`config.mk`:
```
export PLATFORM = sky130hd
export DESIGN_NAME = six_digit_segment_scanner
export DESIGN_NICKNAME = d
export VERILOG_FILES = /design/src/rtl/core/sdss_pkg.sv /design/src/rtl/core/sdss_decode.sv /design/src/rtl/core/six_digit_segment_scanner.sv
export SDC_FILE = /design/constraint.sdc
export NUM_CORES = 1
export LEC_CHECK = 0
export BUFFER_PORTS_ARGS = -buffer_cell sky130_fd_sc_hd__buf_2
export CELL_PAD_IN_SITES_DETAIL_PLACEMENT = 1
export CELL_PAD_IN_SITES_GLOBAL_PLACEMENT = 2
export CORE_MARGIN = 2
export CORE_UTILIZATION = 39
export CTS_BUF_LIST = sky130_fd_sc_hd__clkbuf_4 sky130_fd_sc_hd__clkbuf_8
export DETAILED_ROUTE_END_ITERATION = 10
export GPL_ROUTABILITY_DRIVEN = 0
export HOLD_SLACK_MARGIN = 0.03
export PLACE_DENSITY_LB_ADDON = 0.2
export SKIP_LAST_GASP = 1
export SLEW_MARGIN = 15
export SYNTH_ARGS = -nofsm -noshare
export SYNTH_HDL_FRONTEND = slang
export SYNTH_SLANG_ARGS = --single-unit
```
`constraint.sdc`:
```
create_clock -name clk -period 6.15 [get_ports clk]
set_input_delay 1.23 -clock clk [delete_from_list [all_inputs] [get_ports clk]]
set_output_delay 1.23 -clock clk [all_outputs]
set_load 0.05 [all_outputs]
```
`src/rtl/core/sdss_pkg.sv`:
```
package sdss_pkg;

  // Field widths of the stream words.
  localparam int SPEED_W    = 12;
  localparam int DIST_W     = 16;
  localparam int ENABLE_W   = 6;
  localparam int SEG_W      = 7;
  localparam int POS_W      = 3;
  localparam int IN_DATA_W  = 32;
  localparam int OUT_DATA_W = 16;

  // Widths of the precomputed quotients.
  localparam int SPEED_Q10_W  = 9;   // up to 409
  localparam int SPEED_Q100_W = 6;   // up to 40
  localparam int DIST_Q10_W   = 13;  // up to 6553
  localparam int DIST_Q100_W  = 10;  // up to 655

  // Scan positions.
  localparam logic [POS_W-1:0] POS_GEAR      = 3'd0;
  localparam logic [POS_W-1:0] POS_SPEED_H   = 3'd1;
  localparam logic [POS_W-1:0] POS_SPEED_T   = 3'd2;
  localparam logic [POS_W-1:0] POS_SPEED_U   = 3'd3;
  localparam logic [POS_W-1:0] POS_DIST_T    = 3'd4;
  localparam logic [POS_W-1:0] POS_DIST_U    = 3'd5;
  localparam logic [POS_W-1:0] POS_LAST      = POS_DIST_U;

  // Input word kinds.
  localparam logic FUNC_TICK   = 1'b0;
  localparam logic FUNC_BUTTON = 1'b1;

  // Segment patterns for the gear letters and a blank digit.
  localparam logic [SEG_W-1:0] SEG_LETTER_D = 7'd59;
  localparam logic [SEG_W-1:0] SEG_LETTER_R = 7'd100;
  localparam logic [SEG_W-1:0] SEG_BLANK    = 7'd0;

  // Quotients of the current word, computed on the way into the input register.
  typedef struct packed {
    logic [SPEED_W-1:0]      speed;
    logic [SPEED_Q10_W-1:0]  speed_q10;
    logic [SPEED_Q100_W-1:0] speed_q100;
    logic [DIST_W-1:0]       distance;
    logic [DIST_Q10_W-1:0]   dist_q10;
    logic [DIST_Q100_W-1:0]  dist_q100;
  } sdss_quot_t;

  // What the decoder hands back for one word.
  typedef struct packed {
    logic [ENABLE_W-1:0] enable;
    logic [SEG_W-1:0]    seg;
  } sdss_disp_t;

  // Decimal digit to segment pattern; anything above nine is blank.
  function automatic logic [SEG_W-1:0] digit_seg(input logic [5:0] v);
    logic [SEG_W-1:0] s;
    case (v)
      6'd0:    s = 7'd126;
      6'd1:    s = 7'd24;
      6'd2:    s = 7'd47;
      6'd3:    s = 7'd31;
      6'd4:    s = 7'd89;
      6'd5:    s = 7'd87;
      6'd6:    s = 7'd119;
      6'd7:    s = 7'd92;
      6'd8:    s = 7'd127;
      6'd9:    s = 7'd95;
      default: s = SEG_BLANK;
    endcase
    return s;
  endfunction

endpackage

```
`src/rtl/core/sdss_decode.sv`:
```
module sdss_decode (
  input  logic [sdss_pkg::POS_W-1:0] pos,
  input  logic                       gear_rev,
  input  sdss_pkg::sdss_quot_t       quot,
  output sdss_pkg::sdss_disp_t       disp
);
  import sdss_pkg::*;

  logic [SPEED_W-1:0]     speed_u_full;
  logic [SPEED_Q10_W-1:0] speed_t_full;
  logic [DIST_W-1:0]      dist_u_full;
  logic [DIST_Q10_W-1:0]  dist_t_full;

  // Remainders: value minus ten times its quotient, done with shifts and adds.
  assign speed_u_full = quot.speed
                      - (SPEED_W'(quot.speed_q10) << 3) - (SPEED_W'(quot.speed_q10) << 1);
  assign speed_t_full = quot.speed_q10
                      - (SPEED_Q10_W'(quot.speed_q100) << 3)
                      - (SPEED_Q10_W'(quot.speed_q100) << 1);
  assign dist_u_full  = quot.distance
                      - (DIST_W'(quot.dist_q10) << 3) - (DIST_W'(quot.dist_q10) << 1);
  assign dist_t_full  = quot.dist_q10
                      - (DIST_Q10_W'(quot.dist_q100) << 3)
                      - (DIST_Q10_W'(quot.dist_q100) << 1);

  // Pick the digit select and the symbol for the current scan position.
  always_comb begin
    case (pos)
      POS_GEAR: begin
        disp.enable = 6'b100000;
        disp.seg    = gear_rev ? SEG_LETTER_R : SEG_LETTER_D;
      end
      POS_SPEED_H: begin
        disp.enable = 6'b010000;
        disp.seg    = digit_seg(quot.speed_q100);
      end
      POS_SPEED_T: begin
        disp.enable = 6'b001000;
        disp.seg    = digit_seg({2'b00, speed_t_full[3:0]});
      end
      POS_SPEED_U: begin
        disp.enable = 6'b000100;
        disp.seg    = digit_seg({2'b00, speed_u_full[3:0]});
      end
      POS_DIST_T: begin
        disp.enable = 6'b000010;
        disp.seg    = digit_seg({2'b00, dist_t_full[3:0]});
      end
      POS_DIST_U: begin
        disp.enable = 6'b000001;
        disp.seg    = digit_seg({2'b00, dist_u_full[3:0]});
      end
      default: begin
        disp.enable = '0;
        disp.seg    = SEG_BLANK;
      end
    endcase
  end

endmodule

```
`src/rtl/core/six_digit_segment_scanner.sv`:
```
// Six-digit display scanner. Each input word is either a scan tick, which
// lights the next digit (gear letter, speed hundreds/tens/units, distance
// tens/units) and advances the scan position, or a gear button press, which
// toggles drive/reverse and returns a word with no digit lit. Every input word
// gives exactly one result word. A word is taken into the input register, where
// its divide-by-ten and divide-by-hundred quotients are already held, and is
// decoded into the result register once that one is empty or drained. One word
// is accepted every cycle while the output does not stall; the single decode
// stage between the two registers, which also updates the scan position and
// gear, sets that rate. The result register frees as soon as its word is taken.
module six_digit_segment_scanner (
  input  logic        clk,
  input  logic        rst_n,
  input  logic        in_tvalid,
  output logic        in_tready,
  input  logic [31:0] in_tdata,   // [11:0] speed, [27:12] distance, [31:28] zero
  input  logic        in_tuser,   // [0] func
  output logic        out_tvalid,
  input  logic        out_tready,
  output logic [15:0] out_tdata   // [5:0] digit_enable, [12:6] segments,
                                  // [13] reverse_gear, [15:14] zero
);
  import sdss_pkg::*;

  logic                  a_valid_r;
  logic                  a_func_r;
  sdss_quot_t            a_quot_r;
  sdss_quot_t            quot_nxt;
  logic                  a_advance;
  logic [POS_W-1:0]      pos_r, pos_nxt;
  logic                  gear_r, gear_nxt;
  sdss_disp_t            disp;
  logic                  out_valid_r;
  logic [OUT_DATA_W-1:0] out_data_r, out_data_nxt;
  logic [SPEED_W-1:0]    in_speed;
  logic [DIST_W-1:0]     in_dist;
  logic [28:0]           speed_p10;
  logic [24:0]           speed_p100;
  logic [32:0]           dist_p10;
  logic [32:0]           dist_p100;

  assign in_speed = in_tdata[SPEED_W-1:0];
  assign in_dist  = in_tdata[SPEED_W+DIST_W-1:SPEED_W];

  // Reciprocal multiplies for the quotients, exact over the full field ranges.
  assign speed_p10  = 29'(in_speed) * 29'd52429;
  assign speed_p100 = 25'(in_speed) * 25'd5243;
  assign dist_p10   = 33'(in_dist) * 33'd52429;
  assign dist_p100  = 33'(in_dist) * 33'd83887;

  always_comb begin
    quot_nxt.speed      = in_speed;
    quot_nxt.speed_q10  = speed_p10[27:19];
    quot_nxt.speed_q100 = speed_p100[24:19];
    quot_nxt.distance   = in_dist;
    quot_nxt.dist_q10   = dist_p10[31:19];
    quot_nxt.dist_q100  = dist_p100[32:23];
  end

  // The input stage moves on whenever the result register is empty or drained.
  assign a_advance = a_valid_r && (!out_valid_r || out_tready);
  assign in_tready = !a_valid_r || a_advance;

  always_ff @(posedge clk) begin
    if (!rst_n) begin
      a_valid_r <= 1'b0;
    end else if (in_tready) begin
      a_valid_r <= in_tvalid;
    end
  end

  always_ff @(posedge clk) begin
    if (in_tvalid && in_tready) begin
      a_func_r <= in_tuser;
      a_quot_r <= quot_nxt;
    end
  end

  sdss_decode u_decode (
    .pos      (pos_r),
    .gear_rev (gear_r),
    .quot     (a_quot_r),
    .disp     (disp)
  );

  // Scan position and gear change only as a word leaves the input stage.
  always_comb begin
    pos_nxt      = pos_r;
    gear_nxt     = gear_r;
    out_data_nxt = '0;
    if (a_func_r == FUNC_BUTTON) begin
      gear_nxt = ~gear_r;
    end else begin
      pos_nxt = (pos_r >= POS_LAST) ? POS_GEAR : pos_r + 3'd1;
      out_data_nxt[ENABLE_W-1:0]            = disp.enable;
      out_data_nxt[ENABLE_W+SEG_W-1:ENABLE_W] = disp.seg;
    end
    out_data_nxt[ENABLE_W+SEG_W] = gear_nxt;
  end

  always_ff @(posedge clk) begin
    if (!rst_n) begin
      pos_r  <= POS_GEAR;
      gear_r <= 1'b0;
    end else if (a_advance) begin
      pos_r  <= pos_nxt;
      gear_r <= gear_nxt;
    end
  end

  // Result register.
  always_ff @(posedge clk) begin
    if (!rst_n) begin
      out_valid_r <= 1'b0;
    end else if (a_advance) begin
      out_valid_r <= 1'b1;
    end else if (out_tready) begin
      out_valid_r <= 1'b0;
    end
  end

  always_ff @(posedge clk) begin
    if (a_advance) begin
      out_data_r <= out_data_nxt;
    end
  end

  assign out_tvalid = out_valid_r;
  assign out_tdata  = out_data_r;

  // At most one digit is ever lit.
  a_onehot_enable: assert property (@(posedge clk) disable iff (!rst_n)
    out_valid_r |-> $onehot0(out_data_r[ENABLE_W-1:0]))
    else $error("more than one digit enabled");

  // The scan position stays within the six digits.
  a_pos_range: assert property (@(posedge clk) disable iff (!rst_n)
    pos_r <= POS_LAST)
    else $error("scan position out of range");

  // A button press flips the gear and leaves the scan position alone.
  a_button: assert property (@(posedge clk) disable iff (!rst_n)
    (a_advance && a_func_r == FUNC_BUTTON) |=> (gear_r != $past(gear_r)) && $stable(pos_r))
    else $error("button press handled wrongly");

  // The reported gear matches the gear state once the word is out.
  a_gear_out: assert property (@(posedge clk) disable iff (!rst_n)
    a_advance |=> out_data_r[ENABLE_W+SEG_W] == gear_r)
    else $error("reported gear differs from gear state");

endmodule

```
=== Word level (Yosys, flattened, before mapping) ===
Memories as Yosys holds them, arrays and structs flattened. A register that Yosys moved wholly into a read port is not among the register bits.
Cells that the tools add are included.
Widths: inputs -> output; s select.

* Memories kept: 5
* Input port bits: 37
* Bits in read-only memories: 560
* Logic and storage cells: 57
* Register bits after elaboration: 46
* Output and inout port bits: 18

* Reductions and logical operators: 10
* Bitwise operators: 2
* $mul: 4
* Equal/unequal tests: 5
* Magnitude comparators: 1
* Multiplexer cells: 8
* Add/sub/neg operators: 9

{| class="wikitable"
|+ Memory list
! name !! words !! width !! read ports !! clocked after memory_dff !! write ports !! line !! source
|-
| (name not given) || 16 || 7 || 1 || 1 || 0 || sdss_pkg.sv:55 || <nowiki>case (v)</nowiki>
|-
| (name not given) || 16 || 7 || 1 || 0 || 0 || sdss_pkg.sv:55 ||
|-
| (name not given) || 16 || 7 || 1 || 0 || 0 || sdss_pkg.sv:55 ||
|-
| (name not given) || 16 || 7 || 1 || 0 || 0 || sdss_pkg.sv:55 ||
|-
| (name not given) || 16 || 7 || 1 || 0 || 0 || sdss_pkg.sv:55 ||
|}

{| class="wikitable"
|+ Operators by type and width
! kind !! count
|-
| $pmux 13 s6 || 1
|-
| $sub 4x4->4 || 8
|-
| $mul 16x17->26 const B || 1
|-
| $mul 12x13->25 const B || 1
|-
| $mul 12x16->23 const B || 1
|-
| $mul 16x16->23 const B || 1
|-
| $mux 7 || 2
|-
| $eq 3x2->1 const B || 2
|-
| $eq 3x3->1 const B || 2
|-
| $mux 4 || 1
|-
| $add 3x1->3 const B || 1
|-
| $eq 3x1->1 const B || 1
|-
| $ge 3x3->1 const B || 1
|-
| $logic_not 3->1 || 1
|-
| $mux 1 || 3
|-
| $mux 3 || 1
|-
| $logic_and 1x1->1 || 2
|-
| $logic_not 1->1 || 2
|-
| $logic_not 2->1 || 1
|-
| $logic_or 1x1->1 || 2
|-
| $not 1->1 || 2
|-
| $reduce_and 2->1 || 1
|-
| $reduce_bool 2->1 || 1
|}

=== Longest topological paths before layout ===
* Word-level depth: 6
* Gate-level depth with buffers: 24
* Gate-level depth less buffers: 24

=== Cells and area by module ===
From an unflattened synthesis, not the netlist that was laid out.

* Cells, all modules: 1,784
* Area, all modules: 18,455.2 um^2

{| class="wikitable"
|+ Modules (own cells, without submodules)
! module !! instances !! seq. area each (um^2) !! area each (um^2) !! cells an instance
|-
| six_digit_segment_scanner || 1 || 2,552.4 || 16,593.4 || 1,532
|-
| sdss_decode || 1 || 0.0 || 1,861.8 || 252
|}

=== Worst setup path before layout ===
OpenSTA, ideal clock, no wires.

* Path type: input to register
* From: input port in_tdata[26]
* To: register a_quot_r[2] (netlist name) (data pin)
* Setup slack: -0.027 ns
* Cell stages on the path: 18
* Arrival: 5.917 ns
* Data required time: 5.890 ns
* Path buffers: 0
* Setup time: 0.260 ns
* Path through: inv_1 > fa_1 > fa_1 > inv_1 > fa_1 > fa_1 > fa_1 > inv_1 > fa_1 > inv_1 > ha_1 > nor4_1 > o221a_2 > a21oi_1 > a41o_1 > o21a_1 > nor2_1 > xnor2_1

* Cells in the longest elaborated chain, start to end: 1

{| class="wikitable"
|+ RTL lines
! what !! line !! source
|-
| start, declared || six_digit_segment_scanner.sv:16 || <nowiki>input logic [31:0] in_tdata,</nowiki>
|-
| $mul 16x17->26 || six_digit_segment_scanner.sv:49 || <nowiki>assign dist_p100 = 33'(in_dist) * 33'd83887;</nowiki>
|-
| net dist_p100[25] || six_digit_segment_scanner.sv:40 || <nowiki>logic [32:0] dist_p100;</nowiki>
|-
| end signal, assigned || six_digit_segment_scanner.sv:75 || <nowiki>a_quot_r <= quot_nxt;</nowiki>
|-
| end, declared || six_digit_segment_scanner.sv:27 || <nowiki>sdss_quot_t a_quot_r;</nowiki>
|}

The timed path passes the listed nets, and every way through them passes these cells.
A chain may end at the register's enable or synchronous reset.

=== Worst setup path in the final report ===
Ends and elaborated chain as after synthesis.

==> impl_metrics.toml <==
[outcome]
status = "complete, no violations"

[worst_hold_path]
whs_path_depth = 2
min_from = "a_valid_r$_SDFFE_PN0N_"
hp-class = "reg -> reg"
min_to = "out_tvalid$_SDFFE_PN0P_"

[final_layout]
layout.nets = 2412
syn2layout_area_growth_pct = 17.8
final_util = 0.464
n_antenna_cell = 0
drive_above_1_share = 0.176

[critical_path]
crit_top_cell = "fa_1"
r2r-start = "a_quot_r[55]$_DFFE_PP_"
critPathArrivalTime_ps = 6140
slowest_delay_ps = 620
cp-start-kind = "input pin"
worstReg2RegEnd = "out_tdata[9]$_SDFFCE_PP0P_"
cp_data_required_time_ps = 6240
reg2reg_depth = 9
worstPathCellList = "buf_2 -> inv_1 -> fa_2 -> fa_1 -> inv_1 -> fa_1 -> fa_1 -> fa_1 -> inv_1 -> fa_1 -> inv_1 -> ha_1 -> o21ai_1 -> nand2b_1 -> a21oi_2 -> a21oi_2 -> buf_4 -> a41o_1 -> o21a_1 -> nor2_2 -> xnor2_1"
critPathBufInv = 6
cp_max_fo = 2
slowest_stage = "fa_2"
rrSetupSlack_ps = 3420
cp_top_family = "adder cells"
worstSetupEndpointType = "register"
path_class = "in -> reg"

[global_routing]
grt_max_degree = 31
grt_pass1_wl_mm = 64.1
grt_antenna_before_repair = 1
grt_overflow = 0
grt_pass1_vias = 12500
grt_usage = 0.199

[power]
powerDensity_nw_per_um2 = 492
vdd.ir_drop.worst_mv = 0.296
p_leak_nw = 9.56

[route]
drt-pass1-iter-count = 4
vias_per_cell = 4.73
drc = 0
drt_wl_total_mm = 38.4
dr.first_iter.drc_count = 278
wl_per_cell_um = 16.7
vias = 10900
final_antenna_net_count = 0

[run]
drv_cap = 0

[yosys]
ys_seq_area_frac = 0.0964
synthTopCellsByArea = "fa_1, ha_1, inv_1"
synth_edf_count = 40
synth.distinct_cells = 63
synth_seq_cells = 53
yosysMostFrequentCell = "inv_1"
ys_top_cells_by_count = "inv_1, ha_1, fa_1, nand2_1, a21oi_1"
yosysTopAreaCellShare = 0.321
yosysWarningCount = 0
yosysTopAreaCell = "fa_1"
avgSynthCellArea_um2 = 9.79
synth-async-reset-ratio = 0
synthCells = 1548
netlist_area_um2 = 15200
synth_ff_type = "edfxtp_1"

[clock_tree]
tritoncts = "built"
hold_buffers = 0
cts.htree.levels = 2
clk_latency_ps = 320
clk_path_buf_depth = 2
cts_sinks = 53
cts_made_buffers = 5
clk_pin_slew_worst_paths_ps = 110
root_buffer = "clkbuf_8"

[timing]
finalMaxSlewViolations = 0
final.min_clock_period_ps = 6050
final-setup-viol-count = 0
hold_viol_final = 0
grt_setup_unrepaired = "yes"
finalClockSkew_ps = 11.3
period_share = 0.984
max_slew_margin = 0.504
tightestPinTransition_ps = 739
max_freq_ghz = 0.165
holdWs_ps = 517

[die]
rows = 72
die_area_um2 = 40400
die_y_um = 201
core-area_um2 = 38500
start_util = 0.394
boundaryPins = 55
die_width_um = 201

[place]
numPortBuffers = 48
dpl.hpwl_mm = 34.8
==> area by class of cell <==
cell class / count / area (um^2)
Inverter: 474 / 1780
Multi-Input combinational cell: 1015 / 12200
Clock inverter: 3 / 25.0
Timing Repair Buffer: 230 / 1650
Fill cell: 4428 / 20600
Clock buffer: 5 / 68.8
Sequential cell: 53 / 1460
Tap cell: 518 / 648
==> metal layers <==
metal  global-route usage  wire length, um
met3              0.00875              517
met2                0.356            18800
met1                0.276            18800
met5                    0                0
met4               0.0196              289
==> worst reg2reg max path, stage by stage (launching register included) <==
cell and delay (ps):
edfxtp_1 440, ha_1 210, nor2_1 140, ha_1 300, inv_1 110, ha_1 240
o21ai_0 170, a21boi_0 110, a2111oi_0 590, a21oi_1 160
==> cells by family after synthesis <==
logic type	Yosys count	share of synthesized area
multiplexers	4	0.00264
AO/OA/AOI/OAI	171	0.0724
flip-flops	53	0.0964
XOR/XNOR	66	0.0381
adder cells (fa/ha/maj)	596	0.613
buffers and inverters	481	0.120
other	1	0.000247
AND/OR/NAND/NOR	176	0.0580
==> where the power goes <==
| part | total, mW | internal [mW] | leakage, nW | switching [mW] |
|---|---|---|---|---|
| combinational | 7.92 | 3.66 | 9.01 | 4.26 |
| clock | 0.210 | 0.0825 | 0.0447 | 0.127 |
| sequential | 0.642 | 0.583 | 0.496 | 0.0595 |
| total | 8.78 | 4.32 | 9.56 | 4.45 |
==> how the worst max path moves through the flow <==
stage | cells after the start | slack, ps | endpoint | start
4_1_cts | 22 | -40 | a_quot_r[2]$_DFFE_PP_ | in_tdata[16]
6_report | 21 | 100 | a_quot_r[2]$_DFFE_PP_ | in_tdata[26]
3_3_place_gp | 20 | -490 | a_quot_r[2]$_DFFE_PP_ | in_tdata[26]
3_5_place_dp | 20 | -460 | a_quot_r[2]$_DFFE_PP_ | in_tdata[26]
2_1_floorplan | 18 | 2 | a_quot_r[2]$_DFFE_PP_ | in_tdata[26]
5_1_grt | 21 | -70 | a_quot_r[2]$_DFFE_PP_ | in_tdata[26]
==> through the flow <==
step / setup WS, ps / instance area (um^2) / power [mW] / setup TNS, ps / instances
6_report: 99.7 / 17900 / 8.78 / 0 / 2298
2_1_floorplan: 2.32 / 15200 / 5.80 / 0 / 1549
5_1_grt: -72.9 / 17900 / 10.1 / -226 / 2298
3_5_place_dp: -459 / 17400 / 8.12 / -4960 / 2286
3_3_place_gp: -492 / 17400 / 7.91 / -3270 / 2286
4_1_cts: -37.8 / 17500 / 8.50 / -37.8 / 2294
==> what timing repair did <==
item | CTS | global route
setup buffers | 0 | 4
gates cloned | 0 | 0
resized for setup | 6 | 75
setup endpoints to repair | 4 | 16
pin swaps | 12 | 58
==> layout by cell type, fill, tap and decap left out, drive strengths merged, types with 4 or more instances in the layout <==
| master | synthesis | final |
|---|---|---|
| a21boi | 6 | 6 |
| a21o | 13 | 13 |
| a21oi | 54 | 54 |
| a221oi | 4 | 4 |
| a22oi | 4 | 4 |
| a31oi | 7 | 7 |
| and2 | 6 | 6 |
| and3 | 5 | 5 |
| buf | 2 | 228 |
| clkbuf | 5 | 7 |
| dfxtp | 13 | 13 |
| edfxtp | 40 | 40 |
| fa | 243 | 243 |
| ha | 353 | 353 |
| inv | 474 | 475 |
| mux2i | 4 | 4 |
| nand2 | 56 | 56 |
| nand2b | 9 | 9 |
| nand3 | 11 | 11 |
| nand4 | 7 | 7 |
| nor2 | 37 | 37 |
| nor2b | 7 | 7 |
| nor3 | 9 | 9 |
| nor4 | 6 | 6 |
| o211ai | 4 | 4 |
| o21a | 7 | 7 |
| o21ai | 42 | 42 |
| or2 | 8 | 8 |
| xnor2 | 46 | 46 |
| xor2 | 20 | 20 |
Power figures use the tool's default switching activity.
